$ cat src/decimating_fir_filter_core_defines.svh
// ---------------------------------------------------------------------------
// Assertion macros for the decimating FIR filter core.
// Shared helpers for concurrent checks on clocked logic.
// ---------------------------------------------------------------------------
`ifndef DECIMATING_FIR_FILTER_CORE_DEFINES_SVH
`define DECIMATING_FIR_FILTER_CORE_DEFINES_SVH

// Consequent must hold in the same cycle as the antecedent.
`define DFF_ASSERT_SAME(label, clk, rstn, ante, cons, msg) \
    label: assert property (@(posedge clk) disable iff (!(rstn)) (ante) |-> (cons)) \
        else $error(msg);

// Consequent must hold in the cycle after the antecedent.
`define DFF_ASSERT_NEXT(label, clk, rstn, ante, cons, msg) \
    label: assert property (@(posedge clk) disable iff (!(rstn)) (ante) |=> (cons)) \
        else $error(msg);

`endif

$ cat src/dff_pkg.sv
// ---------------------------------------------------------------------------
// Decimating FIR filter package
// Sizes, beat types and internal request structs shared by the filter core.
// ---------------------------------------------------------------------------
package dff_pkg;

    localparam int TAPS         = 64;
    localparam int MAX_CHANNELS = 8;

    localparam int TAP_W  = (TAPS > 1) ? $clog2(TAPS) : 1;
    localparam int FILL_W = $clog2(TAPS + 1);
    localparam int CH_W   = (MAX_CHANNELS > 1) ? $clog2(MAX_CHANNELS) : 1;
    localparam int CNT_W  = $clog2(MAX_CHANNELS + 1) + 1;
    localparam int ADDR_W = (MAX_CHANNELS * TAPS > 1) ? $clog2(MAX_CHANNELS * TAPS) : 1;

    localparam int SAMPLE_W   = 16;
    localparam int COEF_IDX_W = 6;
    localparam int OUT_CH_W   = 3;
    localparam int ACC_W      = 40;
    localparam int FRAC_W     = 15;
    localparam int ROUND_BIAS = 1 << (FRAC_W - 1);

    localparam int RATIO_W    = 7;
    localparam int PHASE_W    = 6;
    localparam int MAX_RATIO  = 64;
    localparam int CFG_CH_W   = 4;
    localparam int CFG_DATA_W = 7;
    localparam int CFG_IDX_W  = 1;

    localparam logic [CFG_IDX_W-1:0] REG_DECIMATION = 1'd0;
    localparam logic [CFG_IDX_W-1:0] REG_CHANNELS   = 1'd1;

    localparam logic FUNC_SAMPLE = 1'b0;
    localparam logic FUNC_COEF   = 1'b1;

    typedef struct packed {
        logic                         func;
        logic signed [SAMPLE_W-1:0]   sample_value;
        logic [COEF_IDX_W-1:0]        coef_index;
        logic signed [SAMPLE_W-1:0]   coef_value;
    } in_beat_t;

    typedef struct packed {
        logic signed [SAMPLE_W-1:0] filtered_value;
        logic [OUT_CH_W-1:0]        out_channel;
    } out_beat_t;

    typedef struct packed {
        logic                       valid;
        logic [CH_W-1:0]            ch;
        logic signed [SAMPLE_W-1:0] data;
    } sample_wr_t;

    typedef struct packed {
        logic                       valid;
        logic [COEF_IDX_W-1:0]      index;
        logic signed [SAMPLE_W-1:0] data;
    } coef_wr_t;

    typedef struct packed {
        logic             valid;
        logic [CH_W-1:0]  ch;
        logic [TAP_W-1:0] tap;
    } tap_req_t;

    typedef struct packed {
        logic clear;
        logic valid;
    } mac_ctrl_t;

endpackage

$ cat src/dff_coef_store.sv
// ---------------------------------------------------------------------------
// Coefficient store
// Tap coefficient RAM with per-entry valid bits; unwritten taps read as zero.
// ---------------------------------------------------------------------------
module dff_coef_store (
    input  logic                               aclk,
    input  logic                               aresetn,
    input  dff_pkg::coef_wr_t                  wr,
    input  dff_pkg::tap_req_t                  rd,
    output logic signed [dff_pkg::SAMPLE_W-1:0] rd_data
);

    logic signed [dff_pkg::SAMPLE_W-1:0] mem [dff_pkg::TAPS];
    logic [dff_pkg::TAPS-1:0]            valid_reg;
    logic signed [dff_pkg::SAMPLE_W-1:0] q_reg;
    logic                                hit_reg;
    logic                                wr_ok;
    logic [dff_pkg::TAP_W-1:0]           wr_idx;

    assign wr_ok  = wr.valid && (int'(wr.index) < dff_pkg::TAPS);
    assign wr_idx = dff_pkg::TAP_W'(wr.index);

    always_ff @(posedge aclk) begin
        if (wr_ok) begin
            mem[wr_idx] <= wr.data;
        end
        if (rd.valid) begin
            q_reg <= mem[rd.tap];
        end
    end

    always_ff @(posedge aclk) begin
        if (!aresetn) begin
            valid_reg <= '0;
            hit_reg   <= 1'b0;
        end else begin
            if (wr_ok) begin
                valid_reg[wr_idx] <= 1'b1;
            end
            if (rd.valid) begin
                hit_reg <= valid_reg[rd.tap];
            end
        end
    end

    assign rd_data = hit_reg ? q_reg : '0;

endmodule

$ cat config.mk
export PLATFORM = sky130hd
export DESIGN_NAME = dff_coef_store
export DESIGN_NICKNAME = d
export VERILOG_FILES = /design/src/decimating_fir_filter_core_defines.svh /design/src/dff_pkg.sv /design/src/dff_coef_store.sv
export SDC_FILE = /design/constraint.sdc
export NUM_CORES = 1
export LEC_CHECK = 0
export BUFFER_PORTS_ARGS = -buffer_cell sky130_fd_sc_hd__buf_2
export CORE_ASPECT_RATIO = 1.5
export CORE_MARGIN = 3
export CORE_UTILIZATION = 55
export CTS_BUF_LIST = sky130_fd_sc_hd__clkbuf_2
export CTS_CLUSTER_SIZE = 12
export DETAILED_ROUTE_END_ITERATION = 7
export PLACE_DENSITY = 0.71
export RECOVER_POWER = 100
export SYNTH_ARGS = -nofsm -noshare
export SYNTH_HDL_FRONTEND = slang
export SYNTH_SLANG_ARGS = --single-unit
$ cat constraint.sdc
create_clock -name aclk -period 3.6 [get_ports aclk]
set_input_delay 0.18 -clock aclk [delete_from_list [all_inputs] [get_ports aclk]]
set_output_delay 0.18 -clock aclk [all_outputs]
set_load 0.02 [all_outputs]
==> reports/qor.csv <==
metric,value,unit
drt_iter0_drc,2215,
worstHoldPathType,in2reg,
hold_violations,0,
grt_pass1_vias,21356,
clock-root-buffer,clkbuf_2,
cp.arrival,4.55,ns
switchingPower,5.29,mW
slowest_stage,dlygate4sd3_1,
antenna_found_initial,4,
ys_seq_elements,1105,
gr-usage-met2,41.1,%
clk_pin_slew,0.11,ns
netSwitchingFraction,22.9,%
setup_viol,0,
row_count,123,
syn_area,42200,um^2
postRouteAntennaNets,0,
violations,"capacitance limit, slew limit",
critPathMaxStageDelay,0.58,ns
min_period,3.49,ns
clkLatencyLatePin,1.29,ns
worstSetupStartpointType,flop,
htreeDepth,4,
finalCritPeriodShare,96.9,%
synth_top_cell_by_area,edfxtp_1,
routed_wl,94300,um
cts_made_buffers,226,
synth_fp_nets,1827,
cts.sinks,1105,
seq_power_share,61.5,%
critPathMaxFanout,1,
relSlewSlack,-106,%
die-area,80100,um^2
final_cells,3318,
ys_top_cells_by_count,"edfxtp_1 (1040), mux4_2 (337), dfxtp_1 (65), nor2_1 (64), o21a_1 (64)",
fin_tns_setup,0,ns
syn_inst,1792,
gr-total-overflow,0,
critPathKind,reg2reg,
required,4.66,ns
synth_top_area_share,74.1,%
firstDrtPassIters,7,
synth_top_cells_by_area,"edfxtp_1 (74%), mux4_2 (18%), dfxtp_1 (3.1%), o21a_1 (1.1%), nor2_1 (0.57%)",
layout.nets,2170,
vias,20274,
drv_cap,22,
slew_viol_final,1036,
tightestPinTransition,3.09,ns
io_pins,51,
ys_seq_area_share,77.2,%
fp.dieW,232,um
dp.cells,2853,
dieHeight,345,um
worstPathCellList,mux4_2 -> mux4_2 -> dlygate4sd3_1 -> mux2i_1 -> dlygate4sd3_1 -> o21ai_0 -> dlygate4sd3_1,
status,"finished, violations left",
async_reset_ff_share,0,%
portBuffers,47,
grt_util_met1,30.8,%
p_comb_share,5.7,%
syn_area_per_cell,23.5,um^2
clkPwrFrac,32.7,%
place.gp.congestion,0.882,
total_power,23.1,mW
grt_pass1_wl,139000,um
synth_edf_count,1040,
area_growth_syn_to_layout,10.8,%
ys.flop_type,edfxtp_1,
core_area,75400,um^2
ir_drop,0.272,mV
leakagePower,14.9,nW
skew,0.0758,ns
max_freq,0.287,GHz
start_util,55.9,%
end_kind,flop,
largest_reg_flops,1024,
routed_via_density,6.11,
wl_per_cell,28.4,um
hpwl,53500,um
p_per_area,494,nW/um^2
ys_types,31,
clock_path_buffers,3,
yosys_warnings,0,
cts_tree,done,
fillers,5245,
grt_max_degree,73,
drc,0,
grt_use_total,24.2,%
synth_most_common_cell,edfxtp_1,
drive_gt1_share,34.3,%
top_usage_layer,met2,
cpMostUsedCell,dlygate4sd3_1,
p_int,17.8,mW
gr-usage-met3,4.58,%
rsz0062_at_grt,false,
## repair_timing
item,4_1_cts,5_1_grt
buffers inserted,0,0
resized for setup,0,1
endpoints found under the hold margin,2145,0
setup endpoints to repair,0,1
hold buffers,54,0
## logic make-up after synthesis
family | count (synthesis) | share of synthesized area, %
buffers and inverters | 97 | 1.07
AOI/OAI and AO/OA | 88 | 1.50
and+or+nand+nor | 135 | 1.50
muxes | 367 | 18.8
DFF | 1105 | 77.2
## final cells by class
cell class / count / area [um^2] / share of cell area, %
antenna: 6 / 15.0 / 0.0321
clock buffer: 320 / 1600 / 3.43
clock inverter: 85 / 581 / 1.24
multi-input combinational: 590 / 9260 / 19.8
sequential: 1105 / 32500 / 69.6
tap: 1000 / 1250 / 2.68
timing repair buffer: 212 / 1470 / 3.15
## worst max-delay path, delay by kind of cell, from the launching register on
kind	cells	cell delay, ns
AO/OA/AOI/OAI	1	0.06
buffers and inverters	3	1.72
flip-flops	1	0.40
multiplexers	3	1.06
## through the flow
step / util [%] / area [um^2] / worst slack [ns] / hold slack [ns]
floorplan: - / 42200 / 1.06 / 0.279
finish: 61.9 / 46700 / 0.112 / 0.221
global route: 61.9 / 46700 / 0.0172 / 0.144
CTS: 62.3 / 47000 / 0.150 / 0.0208
detailed placement: 58.7 / 44300 / 0.458 / 0.448
global placement: 58.7 / 44300 / 0.547 / 0.441
## cell usage in the layout (no fill, tap or decap), types with 2 or more instances in the layout
master / n
edfxtp_1: 1040
mux4_2: 337
clkbuf_2: 320
clkbuf_1: 94
dfxtp_1: 65
o21a_1: 64
dlygate4sd3_1: 54
clkinv_1: 51
buf_4: 36
nor2_1: 34
nor2_2: 30
nand2_1: 17
clkinv_2: 16
buf_2: 16
mux2i_1: 15
o21ai_0: 14
mux2_1: 10
and2_0: 10
buf_12: 10
nand3_1: 9
bufinv_16: 9
inv_2: 8
and2_1: 7
nor2b_1: 7
diode_2: 6
mux2_2: 5
nand2b_1: 5
nand4_1: 4
nor3_2: 3
nand3b_1: 3
nor3_1: 2
or3_1: 2
a22oi_1: 2
o22ai_1: 2
a22o_1: 2
## metal layers
layer	share of wire, %	vias up
met4	4.0	0
met5	0	-
li1	-	8486
met3	7.3	184
met2	53	934
met1	36	10670
## worst paths after layout
kind	from	end	slack (ns)	depth (start not counted)
min	rd[0]	q_reg[13]	0.22	4
min reg2reg	valid_reg[1]	valid_reg[1]	0.48	1
max	mem[0][2]	q_reg[2]	0.11	7
max reg2reg	mem[0][2]	q_reg[2]	0.11	7
## power by group through the flow
stage,clock (mW),sequential (mW),combinational [mW]
6_report,7.55,14.2,1.32
5_1_grt,8.39,14.2,1.39
4_1_cts,7.78,14.2,1.34
3_5_place_dp,0,14.5,1.29
3_3_place_gp,0,14.5,1.25
2_1_floorplan,0,14.4,0.733
No activity file was read; power rests on OpenSTA's default activity.
