## config.mk

```make
export PLATFORM = sky130hd
export DESIGN_NAME = dff_mac
export DESIGN_NICKNAME = d
export VERILOG_FILES = /design/src/decimating_fir_filter_core_defines.svh /design/src/dff_pkg.sv /design/src/dff_mac.sv
export SDC_FILE = /design/constraint.sdc
export NUM_CORES = 1
export LEC_CHECK = 0
export ABC_AREA = 1
export CAP_MARGIN = 20
export CELL_PAD_IN_SITES_DETAIL_PLACEMENT = 0
export CELL_PAD_IN_SITES_GLOBAL_PLACEMENT = 1
export CORE_AREA = 10 10 221 223
export DETAILED_ROUTE_END_ITERATION = 12
export DIE_AREA = 0 0 231 233
export DONT_BUFFER_PORTS = 1
export PLACE_DENSITY_LB_ADDON = 0.1
export SLEW_MARGIN = 20
export SYNTH_ARGS = -nofsm -noshare
export SYNTH_HDL_FRONTEND = slang
export SYNTH_SLANG_ARGS = --single-unit
```

## constraint.sdc

```tcl
create_clock -name aclk -period 8.9 [get_ports aclk]
set_clock_uncertainty 0.1 [all_clocks]
set_input_delay 0.89 -clock aclk [delete_from_list [all_inputs] [get_ports aclk]]
set_output_delay 0.89 -clock aclk [all_outputs]
set_load 0.02 [all_outputs]
```

## src/decimating_fir_filter_core_defines.svh

```systemverilog
// ---------------------------------------------------------------------------
// Assertion macros for the decimating FIR filter core.
// Shared helpers for concurrent checks on clocked logic.
// ---------------------------------------------------------------------------
`ifndef DECIMATING_FIR_FILTER_CORE_DEFINES_SVH
`define DECIMATING_FIR_FILTER_CORE_DEFINES_SVH

// Consequent must hold in the same cycle as the antecedent.
`define DFF_ASSERT_SAME(label, clk, rstn, ante, cons, msg) \
    label: assert property (@(posedge clk) disable iff (!(rstn)) (ante) |-> (cons)) \
        else $error(msg);

// Consequent must hold in the cycle after the antecedent.
`define DFF_ASSERT_NEXT(label, clk, rstn, ante, cons, msg) \
    label: assert property (@(posedge clk) disable iff (!(rstn)) (ante) |=> (cons)) \
        else $error(msg);

`endif

```

## src/dff_pkg.sv

```systemverilog
// ---------------------------------------------------------------------------
// Decimating FIR filter package
// Sizes, beat types and internal request structs shared by the filter core.
// ---------------------------------------------------------------------------
package dff_pkg;

    localparam int TAPS         = 64;
    localparam int MAX_CHANNELS = 8;

    localparam int TAP_W  = (TAPS > 1) ? $clog2(TAPS) : 1;
    localparam int FILL_W = $clog2(TAPS + 1);
    localparam int CH_W   = (MAX_CHANNELS > 1) ? $clog2(MAX_CHANNELS) : 1;
    localparam int CNT_W  = $clog2(MAX_CHANNELS + 1) + 1;
    localparam int ADDR_W = (MAX_CHANNELS * TAPS > 1) ? $clog2(MAX_CHANNELS * TAPS) : 1;

    localparam int SAMPLE_W   = 16;
    localparam int COEF_IDX_W = 6;
    localparam int OUT_CH_W   = 3;
    localparam int ACC_W      = 40;
    localparam int FRAC_W     = 15;
    localparam int ROUND_BIAS = 1 << (FRAC_W - 1);

    localparam int RATIO_W    = 7;
    localparam int PHASE_W    = 6;
    localparam int MAX_RATIO  = 64;
    localparam int CFG_CH_W   = 4;
    localparam int CFG_DATA_W = 7;
    localparam int CFG_IDX_W  = 1;

    localparam logic [CFG_IDX_W-1:0] REG_DECIMATION = 1'd0;
    localparam logic [CFG_IDX_W-1:0] REG_CHANNELS   = 1'd1;

    localparam logic FUNC_SAMPLE = 1'b0;
    localparam logic FUNC_COEF   = 1'b1;

    typedef struct packed {
        logic                         func;
        logic signed [SAMPLE_W-1:0]   sample_value;
        logic [COEF_IDX_W-1:0]        coef_index;
        logic signed [SAMPLE_W-1:0]   coef_value;
    } in_beat_t;

    typedef struct packed {
        logic signed [SAMPLE_W-1:0] filtered_value;
        logic [OUT_CH_W-1:0]        out_channel;
    } out_beat_t;

    typedef struct packed {
        logic                       valid;
        logic [CH_W-1:0]            ch;
        logic signed [SAMPLE_W-1:0] data;
    } sample_wr_t;

    typedef struct packed {
        logic                       valid;
        logic [COEF_IDX_W-1:0]      index;
        logic signed [SAMPLE_W-1:0] data;
    } coef_wr_t;

    typedef struct packed {
        logic             valid;
        logic [CH_W-1:0]  ch;
        logic [TAP_W-1:0] tap;
    } tap_req_t;

    typedef struct packed {
        logic clear;
        logic valid;
    } mac_ctrl_t;

endpackage

```

## src/dff_mac.sv

```systemverilog
// ---------------------------------------------------------------------------
// Multiply-accumulate unit
// Registered 16x16 product into a 40-bit accumulator, with rounding,
// Q1.15 rescaling and saturation of the final sum.
// ---------------------------------------------------------------------------
module dff_mac (
    input  logic                                aclk,
    input  logic                                aresetn,
    input  dff_pkg::mac_ctrl_t                  ctrl,
    input  logic signed [dff_pkg::SAMPLE_W-1:0] sample,
    input  logic signed [dff_pkg::SAMPLE_W-1:0] coef,
    output logic                                busy,
    output logic signed [dff_pkg::SAMPLE_W-1:0] result
);

    localparam int SH_W = dff_pkg::ACC_W - dff_pkg::FRAC_W;
    localparam logic signed [SH_W-1:0] SAT_HI = SH_W'(32767);
    localparam logic signed [SH_W-1:0] SAT_LO = -SH_W'(32768);

    logic signed [2*dff_pkg::SAMPLE_W-1:0] prod_reg;
    logic                                  prod_valid_reg;
    logic signed [dff_pkg::ACC_W-1:0]      acc_reg;
    logic signed [dff_pkg::ACC_W-1:0]      rounded;
    logic signed [SH_W-1:0]                shifted;

    always_ff @(posedge aclk) begin
        if (ctrl.valid) begin
            prod_reg <= sample * coef;
        end
    end

    always_ff @(posedge aclk) begin
        if (!aresetn) begin
            prod_valid_reg <= 1'b0;
            acc_reg        <= '0;
        end else begin
            prod_valid_reg <= ctrl.valid;
            if (ctrl.clear) begin
                acc_reg <= '0;
            end else if (prod_valid_reg) begin
                acc_reg <= acc_reg + dff_pkg::ACC_W'(prod_reg);
            end
        end
    end

    always_comb begin
        rounded = acc_reg + dff_pkg::ACC_W'(dff_pkg::ROUND_BIAS);
        shifted = rounded[dff_pkg::ACC_W-1:dff_pkg::FRAC_W];
        if (shifted > SAT_HI) begin
            result = 16'sh7fff;
        end else if (shifted < SAT_LO) begin
            result = -16'sh8000;
        end else begin
            result = dff_pkg::SAMPLE_W'(shifted);
        end
    end

    assign busy = prod_valid_reg;

endmodule
```

==> results_dict.tcl <==
set metrics [dict create \
    n_fill_cell 4799 \
    crit_type "input pin to register" \
    layout.nets 2751 \
    start_util_pct 37.8 \
    vias 13700 \
    status "finished, final reports clean" \
    synth_cell_types 35 \
    totalWireLength_mm 47.2 \
    clock_latency_ns 0.36 \
    synth_top_area_share_pct 31.6 \
    grt.overflow.total 0 \
    grt_pass1_wl_mm 77.8 \
    path_max_fanout 17 \
    relSlewSlack_pct 47.3 \
    syn_to_final_growth_pct 5.01 \
    drv_slew 0 \
    final-setup-viol-count 0 \
    rsz0062_at_grt "false" \
    synthTopCellsByArea "fa_1 32%, nand2_1 15%, inv_1 14%" \
    via_per_inst 4.68 \
    cts_setup_buffers 0 \
    clock.fmax_ghz 0.158 \
    path_clk_slew_ns 0.06 \
    postSynth.asyncResetShare_pct 0 \
    ant_nets 0 \
    drc_errors 0 \
    drive_gt1_share_pct 1.63 \
    clockBufferDepth 2 \
    critPathCaptureType "register" \
    die_width_microns 231 \
    numCtsBuffers 9 \
    ys_warn_count 0 \
    fin_tns_setup_ns 0 \
    cts_sinks 73 \
    syn-num-nets 2809 \
    grt_pass1_vias 14400 \
    finalHoldViolCount 0 \
    core_sq_um 44100 \
    wl_per_cell_microns 16.1 \
    cts_resized 0 \
    grt_max_degree 56 \
    ys_ff_latch 73 \
    cp.arrival_ns 6.33 \
    clockRootBuffer "clkbuf_16" \
    dpl.hpwl_mm 41.0 \
    io_buffers 0 \
    ioPinCount 53 \
    dr.pass1.iters 5 \
    dieHeight_microns 233 \
    ctsHoldBuffers 0 \
    synth_edf_count 32 \
    gp_congestion 0.904 \
    htreeDepth 3 \
    syn-cell-area_sq_um 16700 \
    finalCriticalPeriod_ns 6.33 \
    dieArea_sq_um 53800 \
    largest_reg_flops 40 \
    rows 77 \
    synthCells 2388 \
    antenna_found_initial 0 \
    fin_crit_sh_pct 71.1 \
    antennaDiodeCount 0 \
    synth_flop_cell "dfxtp_1" \
    drt_iter0_markers 671 \
    cp.required_ns 8.90 \
    track_usage_pct 18.1 \
    synth_area_leader_cell "fa_1" \
    ys_seq_area_share_pct 10.7 \
    hold_path.class "register to register" \
    cap_violations 0 \
    worstMarginPinSlew_ns 0.783 \
    cts_tree "yes" \
    avgSynthCellArea_sq_um 6.98 \
    startpoint_type "input pin" \
]
==> Yosys cell counts, types with 12 or more instances <==
master and n:
a21oi_1 98, clkbuf_1 67, dfxtp_1 41, edfxtp_1 32, fa_1 263, ha_1 122
inv_1 638, nand2_1 650, nand3_1 73, nand4_1 14, nor2_1 198, o21ai_0 63
o21bai_1 12, xnor2_1 20, xor2_1 43
==> routing by layer <==
| layer | track usage [%] | routed length [microns] | part of all wire, % |
|---|---|---|---|
| met1 | 23.5 | 22000 | 47 |
| met4 | 5.06 | 1040 | 2.2 |
| met3 | 1.96 | 1420 | 3.0 |
| met5 | 0 | 0 | 0 |
| met2 | 31.3 | 22700 | 48 |
==> worst max-delay path, stage by stage <==
cell and delay [ns]:
inv_1 0.29, or2_2 0.43, fa_1 0.54, inv_1 0.05
fa_1 0.50, inv_1 0.05, fa_1 0.53, inv_1 0.06
fa_1 0.50, fa_1 0.54, inv_1 0.05, fa_1 0.53
inv_1 0.04, ha_1 0.36, nand2_1 0.12, nor2_1 0.19
nand2_1 0.13, nor3_1 0.15, nand2_1 0.14, nand4_1 0.13
xnor2_1 0.09
==> final cells by class <==
| cell class | instances | area (sq um) | share of cell area, % |
|---|---|---|---|
| Multi-Input combinational cell | 1604 | 12200 | 69.8 |
| Sequential cell | 73 | 1780 | 10.2 |
| Inverter | 639 | 2400 | 13.7 |
| Clock buffer | 10 | 239 | 1.36 |
| Timing Repair Buffer | 3 | 22.5 | 0.129 |
| Clock inverter | 6 | 114 | 0.650 |
| Tap cell | 592 | 741 | 4.23 |
==> cell usage in the layout, fill, tap and decap left out, types with 2 or more instances in the layout <==
| cell | netlist | layout |
|---|---|---|
| inv_1 | 638 | 638 |
| o221ai_1 | 4 | 4 |
| bufinv_16 | 0 | 3 |
| nand2_1 | 650 | 650 |
| o211ai_1 | 5 | 5 |
| a21oi_1 | 98 | 98 |
| a21o_1 | 7 | 7 |
| fa_1 | 263 | 263 |
| ha_1 | 122 | 122 |
| clkbuf_16 | 0 | 9 |
| xor2_1 | 43 | 43 |
| buf_4 | 1 | 3 |
| nand3_2 | 2 | 2 |
| nand2_2 | 6 | 6 |
| o21bai_1 | 12 | 12 |
| nor2_2 | 2 | 2 |
| or2_2 | 5 | 5 |
| clkinvlp_4 | 0 | 2 |
| nand4_1 | 14 | 14 |
| dfxtp_1 | 41 | 40 |
| nor3_1 | 9 | 9 |
| xnor2_1 | 20 | 20 |
| nand3_1 | 73 | 73 |
| edfxtp_1 | 32 | 32 |
| nor2_1 | 198 | 198 |
| o21ai_0 | 63 | 63 |
==> through the flow <==
step                      util (%)  area [sq um]  hold WS (ns)  std cells  worst slack [ns]
after detailed placement      38.9         17200         0.368       2911              2.18
final                         39.7         17500         0.381       2927              2.57
after CTS                     39.7         17500         0.377       2927              2.58
after global routing          39.7         17500         0.410       2927              2.25
after global placement        38.9         17200         0.352       2911              2.19
after floorplan                  -         16700         0.345       2388              2.12
==> final timing paths <==
path / start / to / slack (ns) / cells past startpoint
worst max-delay path: coef[15] / prod_reg[31] / 2.57 / 21
worst max register to register: acc_reg[0] / acc_reg[24] / 5.84 / 17
worst min-delay path: acc_reg[0] / acc_reg[0] / 0.38 / 2
worst min register to register: acc_reg[0] / acc_reg[0] / 0.38 / 2
==> cells by family (layout without fill, tap and decap cells) <==
| family | after synthesis | count (layout) | share of synthesized area [%] |
|---|---|---|---|
| adder cells (fa/ha/maj) | 385 | 385 | 40.7 |
| buffers and inverters | 711 | 658 | 16.1 |
| AND/OR/NAND/NOR | 964 | 964 | 23.0 |
| AO/OA/AOI/OAI | 192 | 192 | 6.25 |
| XOR/XNOR | 63 | 63 | 3.31 |
| flip-flops | 73 | 73 | 10.7 |
Power is not shown: default switching activity piles up to over one toggle a cycle in this logic, so the estimate is an artifact.
